### config.mk
export PLATFORM = sky130hd
export DESIGN_NAME = tetra_edge_select_top
export DESIGN_NICKNAME = d
export VERILOG_FILES = /design/src/tes_pkg.sv /design/src/tes_front.sv /design/src/tes_queue.sv /design/src/tes_back.sv /design/src/tetra_edge_select_top.sv
export VERILOG_INCLUDE_DIRS = /design/src /design/src/src
export SDC_FILE = /design/constraint.sdc
export NUM_CORES = 1
export LEC_CHECK = 0
export ABC_CLOCK_PERIOD_IN_PS = 4610
export BUFFER_PORTS_ARGS = -buffer_cell sky130_fd_sc_hd__buf_2
export CAP_MARGIN = 25
export CORE_MARGIN = 4
export CORE_UTILIZATION = 55
export DETAILED_ROUTE_END_ITERATION = 6
export PLACE_DENSITY_LB_ADDON = 0.12
export SLEW_MARGIN = 20
export SYNTH_ARGS = -nofsm -noshare
export SYNTH_HDL_FRONTEND = slang
export SYNTH_SLANG_ARGS = --single-unit
### constraint.sdc
create_clock -name clk -period 4.61 [get_ports clk]
set_clock_uncertainty 0.2 [all_clocks]
set_input_delay 0.922 -clock clk [delete_from_list [all_inputs] [get_ports clk]]
set_output_delay 0.922 -clock clk [all_outputs]
set_load 0.01 [all_outputs]
### src/assert_macros.svh
// ---------------------------------------------------------------------------
// assertion macros
// clocked on clk, disabled while rst_n is low
// ---------------------------------------------------------------------------
`ifndef ASSERT_MACROS_SVH
`define ASSERT_MACROS_SVH

// expression must hold at every edge
`define ASSERT_ALWAYS(lbl, expr, msg) \
  lbl: assert property (@(posedge clk) disable iff (!rst_n) (expr)) else $error(msg);

// consequent must hold at the next edge after the antecedent
`define ASSERT_NEXT(lbl, ante, cons, msg) \
  lbl: assert property (@(posedge clk) disable iff (!rst_n) (ante) |=> (cons)) else $error(msg);

`endif

### src/tes_pkg.sv
// ---------------------------------------------------------------------------
// tes_pkg
// types, corner loop and edge table for tetrahedron edge selection
// ---------------------------------------------------------------------------
package tes_pkg;

  localparam int QDEPTH = 4;
  localparam int QPTR_W = $clog2(QDEPTH);
  localparam int QCNT_W = $clog2(QDEPTH + 1);
  localparam logic [2:0] LAST_TET = 3'd5;

  typedef struct packed {
    logic [7:0] corner_inside_mask;
    logic [2:0] tet_index;
  } in_item_t;

  typedef struct packed {
    logic       triangle_number;
    logic [1:0] vertex_number;
    logic [2:0] inside_corner;
    logic [2:0] outside_corner;
    logic       last;
  } out_item_t;

  typedef struct packed {
    logic [2:0] corner2;
    logic [2:0] corner3;
    logic [3:0] pattern;
    logic       two_tri;
  } job_t;

  function automatic logic [2:0] corner_ring(input logic [2:0] idx);
    logic [2:0] c;
    case (idx)
      3'd0:    c = 3'd6;
      3'd1:    c = 3'd4;
      3'd2:    c = 3'd5;
      3'd3:    c = 3'd1;
      3'd4:    c = 3'd3;
      3'd5:    c = 3'd2;
      3'd6:    c = 3'd6;
      default: c = 3'd0;
    endcase
    return c;
  endfunction

  function automatic logic two_tris(input logic [3:0] p);
    return (p == 4'd3) || (p == 4'd5) || (p == 4'd6) ||
           (p == 4'd9) || (p == 4'd10) || (p == 4'd12);
  endfunction

  // nibble k of a row: inside vertex in [3:2], outside vertex in [1:0]
  function automatic logic [3:0] edge_code(input logic [3:0] p, input logic [2:0] k);
    logic [23:0] row;
    case (p)
      4'd1:    row = 24'h000312;
      4'd2:    row = 24'h000764;
      4'd3:    row = 24'h623376;
      4'd4:    row = 24'h0009B8;
      4'd5:    row = 24'h3199B3;
      4'd6:    row = 24'h47BB84;
      4'd7:    row = 24'h00037B;
      4'd8:    row = 24'h000EDC;
      4'd9:    row = 24'hED112E;
      4'd10:   row = 24'h64CCE6;
      4'd11:   row = 24'h0002E6;
      4'd12:   row = 24'hC899DC;
      4'd13:   row = 24'h00019D;
      4'd14:   row = 24'h00084C;
      default: row = 24'h000000;
    endcase
    return row[{k, 2'b00} +: 4];
  endfunction

endpackage

### src/tes_front.sv
// ---------------------------------------------------------------------------
// tes_front
// accepts input items, forms the inside pattern and drops empty cases
// ---------------------------------------------------------------------------
module tes_front import tes_pkg::*; (
  input  logic     clk,
  input  logic     rst_n,
  input  logic     in_push,
  output logic     in_full,
  input  in_item_t in_item,
  output logic     q_push,
  input  logic     q_full,
  output job_t     q_job
);

  logic     vld_r, vld_nxt;
  job_t     job_r, job_nxt;
  logic     accept, useful;
  logic [2:0] c2, c3;

  assign in_full = vld_r && q_full;
  assign accept  = in_push && !in_full;
  assign q_push  = vld_r && !q_full;
  assign q_job   = job_r;

  always_comb begin
    c2 = corner_ring(in_item.tet_index);
    c3 = corner_ring(in_item.tet_index + 3'd1);
    job_nxt.corner2 = c2;
    job_nxt.corner3 = c3;
    job_nxt.pattern = {in_item.corner_inside_mask[c3], in_item.corner_inside_mask[c2],
                       in_item.corner_inside_mask[7], in_item.corner_inside_mask[0]};
    job_nxt.two_tri = two_tris(job_nxt.pattern);
    // patterns all-outside and all-inside give no triangles
    useful = (in_item.tet_index <= LAST_TET) &&
             (job_nxt.pattern != 4'h0) && (job_nxt.pattern != 4'hF);
    vld_nxt = accept ? useful : (vld_r && q_full);
  end

  always_ff @(posedge clk) begin
    if (!rst_n) begin
      vld_r <= 1'b0;
    end else begin
      vld_r <= vld_nxt;
    end
  end

  always_ff @(posedge clk) begin
    if (accept) begin
      job_r <= job_nxt;
    end
  end

endmodule

### src/tes_queue.sv
// ---------------------------------------------------------------------------
// tes_queue
// short job queue between front and back
// ---------------------------------------------------------------------------
module tes_queue import tes_pkg::*; (
  input  logic clk,
  input  logic rst_n,
  input  logic push,
  input  job_t push_job,
  output logic full,
  input  logic pop,
  output job_t head_job,
  output logic empty
);

  job_t              mem [QDEPTH];
  logic [QPTR_W-1:0] wr_ptr_r, rd_ptr_r;
  logic [QCNT_W-1:0] cnt_r, cnt_nxt;
  logic              do_push, do_pop;

  assign full     = (cnt_r == QCNT_W'(QDEPTH));
  assign empty    = (cnt_r == '0);
  assign do_push  = push && !full;
  assign do_pop   = pop && !empty;
  assign head_job = mem[rd_ptr_r];

  always_comb begin
    cnt_nxt = cnt_r;
    if (do_push && !do_pop) begin
      cnt_nxt = cnt_r + 1'b1;
    end else if (do_pop && !do_push) begin
      cnt_nxt = cnt_r - 1'b1;
    end
  end

  always_ff @(posedge clk) begin
    if (!rst_n) begin
      wr_ptr_r <= '0;
      rd_ptr_r <= '0;
      cnt_r    <= '0;
    end else begin
      cnt_r <= cnt_nxt;
      if (do_push) begin
        wr_ptr_r <= wr_ptr_r + 1'b1;
      end
      if (do_pop) begin
        rd_ptr_r <= rd_ptr_r + 1'b1;
      end
    end
  end

  always_ff @(posedge clk) begin
    if (do_push) begin
      mem[wr_ptr_r] <= push_job;
    end
  end

endmodule

### src/tes_back.sv
// ---------------------------------------------------------------------------
// tes_back
// steps through the triangle vertices of one job, one result per cycle while out_pop takes each result
// ---------------------------------------------------------------------------
module tes_back import tes_pkg::*; (
  input  logic      clk,
  input  logic      rst_n,
  input  logic      q_empty,
  input  job_t      q_job,
  output logic      q_pop,
  output logic      out_empty,
  input  logic      out_pop,
  output out_item_t out_item
);

  job_t      job_r;
  logic      job_v_r, job_v_nxt;
  logic      tri_r, tri_nxt;
  logic [1:0] vtx_r, vtx_nxt;
  logic      out_v_r;
  out_item_t out_r, res;
  logic      take, adv, fin, load;
  logic [2:0] k;
  logic [3:0] code;

  function automatic logic [2:0] tet_corner(input job_t j, input logic [1:0] v);
    logic [2:0] c;
    case (v)
      2'd0:    c = 3'd0;
      2'd1:    c = 3'd7;
      2'd2:    c = j.corner2;
      2'd3:    c = j.corner3;
      default: c = 3'd0;
    endcase
    return c;
  endfunction

  assign take      = out_pop && out_v_r;
  assign adv       = job_v_r && (!out_v_r || take);
  assign out_empty = !out_v_r;
  assign out_item  = out_r;

  always_comb begin
    k    = tri_r ? ({1'b0, vtx_r} + 3'd3) : {1'b0, vtx_r};
    code = edge_code(job_r.pattern, k);
    res.triangle_number = tri_r;
    res.vertex_number   = vtx_r;
    res.inside_corner   = tet_corner(job_r, code[3:2]);
    res.outside_corner  = tet_corner(job_r, code[1:0]);
    res.last            = (vtx_r == 2'd2) && (tri_r == job_r.two_tri);
    fin  = adv && res.last;
    load = (!job_v_r || fin) && !q_empty;
    q_pop = load;
    job_v_nxt = load ? 1'b1 : (fin ? 1'b0 : job_v_r);
    tri_nxt = tri_r;
    vtx_nxt = vtx_r;
    if (load) begin
      tri_nxt = 1'b0;
      vtx_nxt = 2'd0;
    end else if (adv) begin
      if (vtx_r == 2'd2) begin
        tri_nxt = 1'b1;
        vtx_nxt = 2'd0;
      end else begin
        vtx_nxt = vtx_r + 2'd1;
      end
    end
  end

  always_ff @(posedge clk) begin
    if (!rst_n) begin
      job_v_r <= 1'b0;
      out_v_r <= 1'b0;
      tri_r   <= 1'b0;
      vtx_r   <= 2'd0;
    end else begin
      job_v_r <= job_v_nxt;
      tri_r   <= tri_nxt;
      vtx_r   <= vtx_nxt;
      if (adv) begin
        out_v_r <= 1'b1;
      end else if (take) begin
        out_v_r <= 1'b0;
      end
    end
  end

  always_ff @(posedge clk) begin
    if (load) begin
      job_r <= q_job;
    end
    if (adv) begin
      out_r <= res;
    end
  end

endmodule

### src/tetra_edge_select_top.sv
// ---------------------------------------------------------------------------
// tetra_edge_select_top
// marching-tetrahedra edge selection for one tetrahedron of a voxel
// ---------------------------------------------------------------------------
// input channel: in_item carries the corner inside mask and the tetrahedron
// number; a request is taken at a clock edge with in_push high, in_full low.
// result channel: while out_empty is low, out_item holds the oldest result;
// it is taken at an edge with out_pop high.
// each request yields 0, 3 or 6 results, one per crossed edge, the final one
// flagged by last; tetrahedron numbers 6 and 7 and patterns with all corners
// inside or all outside yield none.
// a request passes the front register, the job queue and the back-end job
// register before its first result is registered. throughput: one result
// per cycle while out_pop takes each result, set by the single vertex
// stepper in the back end; the front end takes a request every cycle while
// the job queue has room. when out_pop stays low, the output register holds,
// the stepper waits, the queue fills and in_full rises; nothing is lost.
// reset clears the front register, queue pointers, stepper and output valid.
// ---------------------------------------------------------------------------
`include "assert_macros.svh"

module tetra_edge_select_top import tes_pkg::*; (
  input  logic      clk,
  input  logic      rst_n,
  input  logic      in_push,
  output logic      in_full,
  input  in_item_t  in_item,
  output logic      out_empty,
  input  logic      out_pop,
  output out_item_t out_item
);

  logic f_push, q_full, q_pop, q_empty;
  job_t f_job, q_head;

  tes_front u_front (
    .clk     (clk),
    .rst_n   (rst_n),
    .in_push (in_push),
    .in_full (in_full),
    .in_item (in_item),
    .q_push  (f_push),
    .q_full  (q_full),
    .q_job   (f_job)
  );

  tes_queue u_queue (
    .clk      (clk),
    .rst_n    (rst_n),
    .push     (f_push),
    .push_job (f_job),
    .full     (q_full),
    .pop      (q_pop),
    .head_job (q_head),
    .empty    (q_empty)
  );

  tes_back u_back (
    .clk       (clk),
    .rst_n     (rst_n),
    .q_empty   (q_empty),
    .q_job     (q_head),
    .q_pop     (q_pop),
    .out_empty (out_empty),
    .out_pop   (out_pop),
    .out_item  (out_item)
  );

  `ASSERT_ALWAYS(a_vtx_range, out_empty || (out_item.vertex_number != 2'd3), "vertex number out of range")
  `ASSERT_ALWAYS(a_last_vtx, out_empty || !out_item.last || (out_item.vertex_number == 2'd2), "last not on a third vertex")
  `ASSERT_ALWAYS(a_edge_ends, out_empty || (out_item.inside_corner != out_item.outside_corner), "edge ends coincide")
  `ASSERT_NEXT(a_full_holds, in_full && !out_pop, in_full || !out_empty, "queue drained without a pop")

endmodule
==> flow_results.xml <==
<?xml version="1.0" encoding="UTF-8"?>
<metrics>
  <group name="status">
    <metric name="run_status" unit="">completed</metric>
  </group>
  <group name="worst_setup_path">
    <metric name="critical_path_arrival" unit="ns">2.71</metric>
    <metric name="critical_path_peak_fanout" unit="">31</metric>
    <metric name="critPathSlowestCell" unit="">sky130_fd_sc_hd__edfxtp_1</metric>
    <metric name="path_cells" unit="">nor2b_1 -&gt; a221oi_1 -&gt; a21oi_1 -&gt; o21ai_1 -&gt; nor3b_1 -&gt; mux2_1</metric>
    <metric name="reg2reg_slack" unit="ns">1.81</metric>
    <metric name="startpoint_type" unit="">flop</metric>
    <metric name="cp.required" unit="ns">4.51</metric>
    <metric name="critical-path-max-stage-delay" unit="ns">0.99</metric>
    <metric name="worst-setup-path-type" unit="">flop to flop</metric>
    <metric name="crit_path_end_kind" unit="">flop</metric>
  </group>
  <group name="sta">
    <metric name="final_min_period_over_clock_period" unit="">0.608</metric>
    <metric name="grt_setup_unrepaired" unit="">false</metric>
    <metric name="setup-tns-final" unit="ns">0</metric>
    <metric name="timing.final.setup_violations" unit="">0</metric>
    <metric name="final.min_clock_period" unit="ns">2.80</metric>
    <metric name="slew_violations" unit="">0</metric>
    <metric name="worst_slew_pin_slew" unit="ns">0.963</metric>
    <metric name="fmax" unit="MHz">357</metric>
    <metric name="relSlewSlack" unit="">0.358</metric>
    <metric name="final-hold-violation-count" unit="">0</metric>
  </group>
  <group name="power_and_ir_drop">
    <metric name="leakage_power_summed_over_all_cells" unit="nW">1.65</metric>
    <metric name="ir_drop" unit="mV">0.214</metric>
    <metric name="report.power.total" unit="W">0.00269</metric>
    <metric name="total_power_density_per_cell_area" unit="mW/mm^2">573</metric>
  </group>
  <group name="synth">
    <metric name="synth_enable_flop_cells" unit="">76</metric>
    <metric name="synth_top_cells_by_area" unit="">sky130_fd_sc_hd__edfxtp_1 (53%), sky130_fd_sc_hd__mux4_2 (6.3%), sky130_fd_sc_hd__dfxtp_1 (6.0%)</metric>
    <metric name="synth_sequential_area_ratio" unit="">0.591</metric>
    <metric name="synth_compound_gate_area_share" unit="">0.0985</metric>
    <metric name="synthCells" unit="">329</metric>
    <metric name="synth_simple_gate_area_frac" unit="">0.115</metric>
    <metric name="synthDistinctLibCells" unit="">53</metric>
    <metric name="synth.mux.area_fraction" unit="">0.105</metric>
    <metric name="synth_top_cell_area_share" unit="">0.530</metric>
    <metric name="ys_ff_latch" unit="">89</metric>
    <metric name="synth_warnings" unit="">0</metric>
    <metric name="synth_top_flop_cell" unit="">sky130_fd_sc_hd__edfxtp_1</metric>
    <metric name="synth_common_cells" unit="">sky130_fd_sc_hd__edfxtp_1 (76), sky130_fd_sc_hd__nand2_1 (22), sky130_fd_sc_hd__nor2_1 (15)</metric>
    <metric name="combinational_family_with_the_most_area_after_synthesis" unit="">simple AND/OR/NAND/NOR gates</metric>
    <metric name="post_synth.cell_area_avg" unit="um^2">13.1</metric>
    <metric name="mappedNetlistArea" unit="mm^2">0.00431</metric>
    <metric name="synth_fp_nets" unit="">357</metric>
    <metric name="synth_largest_area_cell" unit="">sky130_fd_sc_hd__edfxtp_1</metric>
    <metric name="yosysMostFrequentCell" unit="">sky130_fd_sc_hd__edfxtp_1</metric>
    <metric name="async_flop_share" unit="">0</metric>
    <metric name="synth_adder_area_share" unit="">0.0395</metric>
    <metric name="synth_xor_area_frac" unit="">0.0203</metric>
  </group>
  <group name="floorplan">
    <metric name="num_rows" unit="">31</metric>
    <metric name="die-area" unit="mm^2">0.00931</metric>
    <metric name="core" unit="mm^2">0.00745</metric>
    <metric name="floorplan.initialDensity" unit="">0.578</metric>
    <metric name="io_pins" unit="">27</metric>
    <metric name="fp.dieH" unit="um">96.5</metric>
    <metric name="chipWidth" unit="um">96.5</metric>
  </group>
  <group name="routing">
    <metric name="first_pass_iters" unit="">4</metric>
    <metric name="drt-wirelength-per-cell" unit="um">15.3</metric>
    <metric name="via_per_inst" unit="">5.65</metric>
    <metric name="initialDrtViolationCount" unit="">99</metric>
    <metric name="drc" unit="">0</metric>
    <metric name="ant_nets" unit="">0</metric>
    <metric name="dr_total_vias" unit="">2563</metric>
    <metric name="wl" unit="mm">6.93</metric>
  </group>
  <group name="final_layout">
    <metric name="area_growth" unit="%">9.21</metric>
    <metric name="final_layout_size_suffix_gt1_frac" unit="">0.163</metric>
    <metric name="fin_nets" unit="">379</metric>
    <metric name="layout.cell_area.non_filler" unit="mm^2">0.00470</metric>
    <metric name="final_core_util" unit="">0.631</metric>
    <metric name="fin_cells" unit="">454</metric>
    <metric name="num_antenna_cells" unit="">0</metric>
  </group>
  <group name="cts">
    <metric name="cts_hold_repair.buffers" unit="">0</metric>
    <metric name="cts.htree.levels" unit="">3</metric>
    <metric name="cts.reportedPaths.clkPinSlew" unit="ns">0.09</metric>
    <metric name="cts_setup_buffers" unit="">0</metric>
    <metric name="clock-root-buffer" unit="">sky130_fd_sc_hd__clkbuf_8</metric>
    <metric name="post_cts_resize_count" unit="">0</metric>
    <metric name="cts_made_buffers" unit="">9</metric>
    <metric name="worst_skew_pair_later_pin_latency" unit="ns">0.34</metric>
    <metric name="tritoncts_clock_tree" unit="">done</metric>
    <metric name="tritoncts_num_sinks" unit="">89</metric>
    <metric name="clock_path_buffers" unit="">2</metric>
  </group>
  <group name="global_route">
    <metric name="first_global_vias" unit="">2461</metric>
    <metric name="antenna_found_initial" unit="">0</metric>
    <metric name="pin_count_of_the_biggest_net_entering_global_routing" unit="">32</metric>
    <metric name="grt_use_total" unit="">0.168</metric>
    <metric name="grt_first_pass_wirelength" unit="mm">11.8</metric>
    <metric name="grt_remaining_overflow" unit="">0</metric>
  </group>
  <group name="worst_hold_path">
    <metric name="worst_hold_path_type" unit="">flop to flop</metric>
  </group>
  <group name="job">
    <metric name="timing.max_cap.violations" unit="">0</metric>
  </group>
  <group name="placement">
    <metric name="place.detailed.hpwl" unit="mm">4.80</metric>
    <metric name="dp.cells" unit="">439</metric>
    <metric name="gpl.final_weighted_congestion" unit="">0.898</metric>
    <metric name="portBuffers" unit="">26</metric>
    <metric name="placedInstanceArea" unit="mm^2">0.00449</metric>
  </group>
</metrics>
-- report_power, final --
part           total [W]  internal (W)  leakage, nW  switching [W]
Combinational   0.000875      0.000418        0.729       0.000457
Sequential       0.00125       0.00108        0.814       0.000171
Clock           0.000570      0.000306        0.107       0.000264
-- kinds of logic after synthesis --
logic type	count (synthesis)
simple gates	94
buf+inv	31
xor+xnor	10
mux	29
fa+ha+maj	13
flops	89
compound gates	63
-- critical path: cells and delay by family (launching register included) --
family | cells | cell delay (ns)
muxes | 1 | 0.30
AOI/OAI and AO/OA | 3 | 0.78
DFF | 1 | 0.99
and+or+nand+nor | 2 | 0.29
-- worst paths after layout --
| check | startpoint | to | depth (start not counted) |
|---|---|---|---|
| setup / recovery | u_back.job_r[4] | u_back.out_item[4] | 6 |
| hold / removal | u_back.job_v_r | u_back.job_v_r | 2 |
| setup reg to reg | u_back.job_r[4] | u_back.out_item[4] | 6 |
| hold reg to reg | u_back.job_v_r | u_back.job_v_r | 2 |
-- layer usage --
| metal | vias to the layer above | GRT usage | routed length [um] |
|---|---|---|---|
| li1 | 1271 | - | - |
| met1 | 1223 | 0.218 | 3030 |
| met2 | 61 | 0.276 | 3530 |
| met3 | 8 | 0.0403 | 276 |
| met4 | 0 | 0.0619 | 95 |
| met5 | - | 0 | 0 |
-- layout by cell type (no fill, tap or decap), drive strengths merged, types with 4 or more instances in the layout --
master | netlist | layout
nand2b | 8 | 8
a21oi | 13 | 13
ha | 12 | 12
o211ai | 5 | 5
buf | 12 | 26
or3 | 4 | 4
mux2i | 12 | 12
nor2b | 12 | 12
nor3 | 5 | 5
dfxtp | 13 | 13
mux2 | 5 | 5
a21boi | 5 | 5
nor2 | 15 | 15
a211oi | 5 | 5
mux4 | 12 | 12
inv | 16 | 17
xnor2 | 7 | 7
clkbuf | 3 | 9
o21ai | 14 | 14
nand3 | 6 | 6
and2 | 10 | 10
edfxtp | 76 | 76
nor3b | 6 | 6
nand2 | 22 | 22
-- through the flow --
step	hold WS, ns	setup WS [ns]
after floorplan	0.259	1.78
after global placement	0.273	1.63
after detailed placement	0.293	1.54
after CTS	0.305	1.83
after global routing	0.330	1.56
final	0.303	1.81
-- registers in the layout, indices dropped and copies added (netlist names) --
name / flops
u_front.vld_r: 1
u_back.out_item: 10
u_back.vtx_r: 2
u_back.job_r: 11
u_back.out_v_r: 1
u_back.tri_r: 1
u_queue.rd_ptr_r: 2
u_queue.cnt_r: 3
u_queue.mem: 44
u_front.q_job: 11
u_queue.wr_ptr_r: 2
u_back.job_v_r: 1
-- layout make-up --
class,count,area [um^2]
Inverter,16,60.1
Sequential cell,89,2540
Clock inverter,6,92.6
Clock buffer,9,124
Fill cell,604,2750
Tap cell,99,124
Multi-Input combinational cell,209,1630
Timing Repair Buffer,26,130
Note: power is estimated with default switching activity, not from simulation.
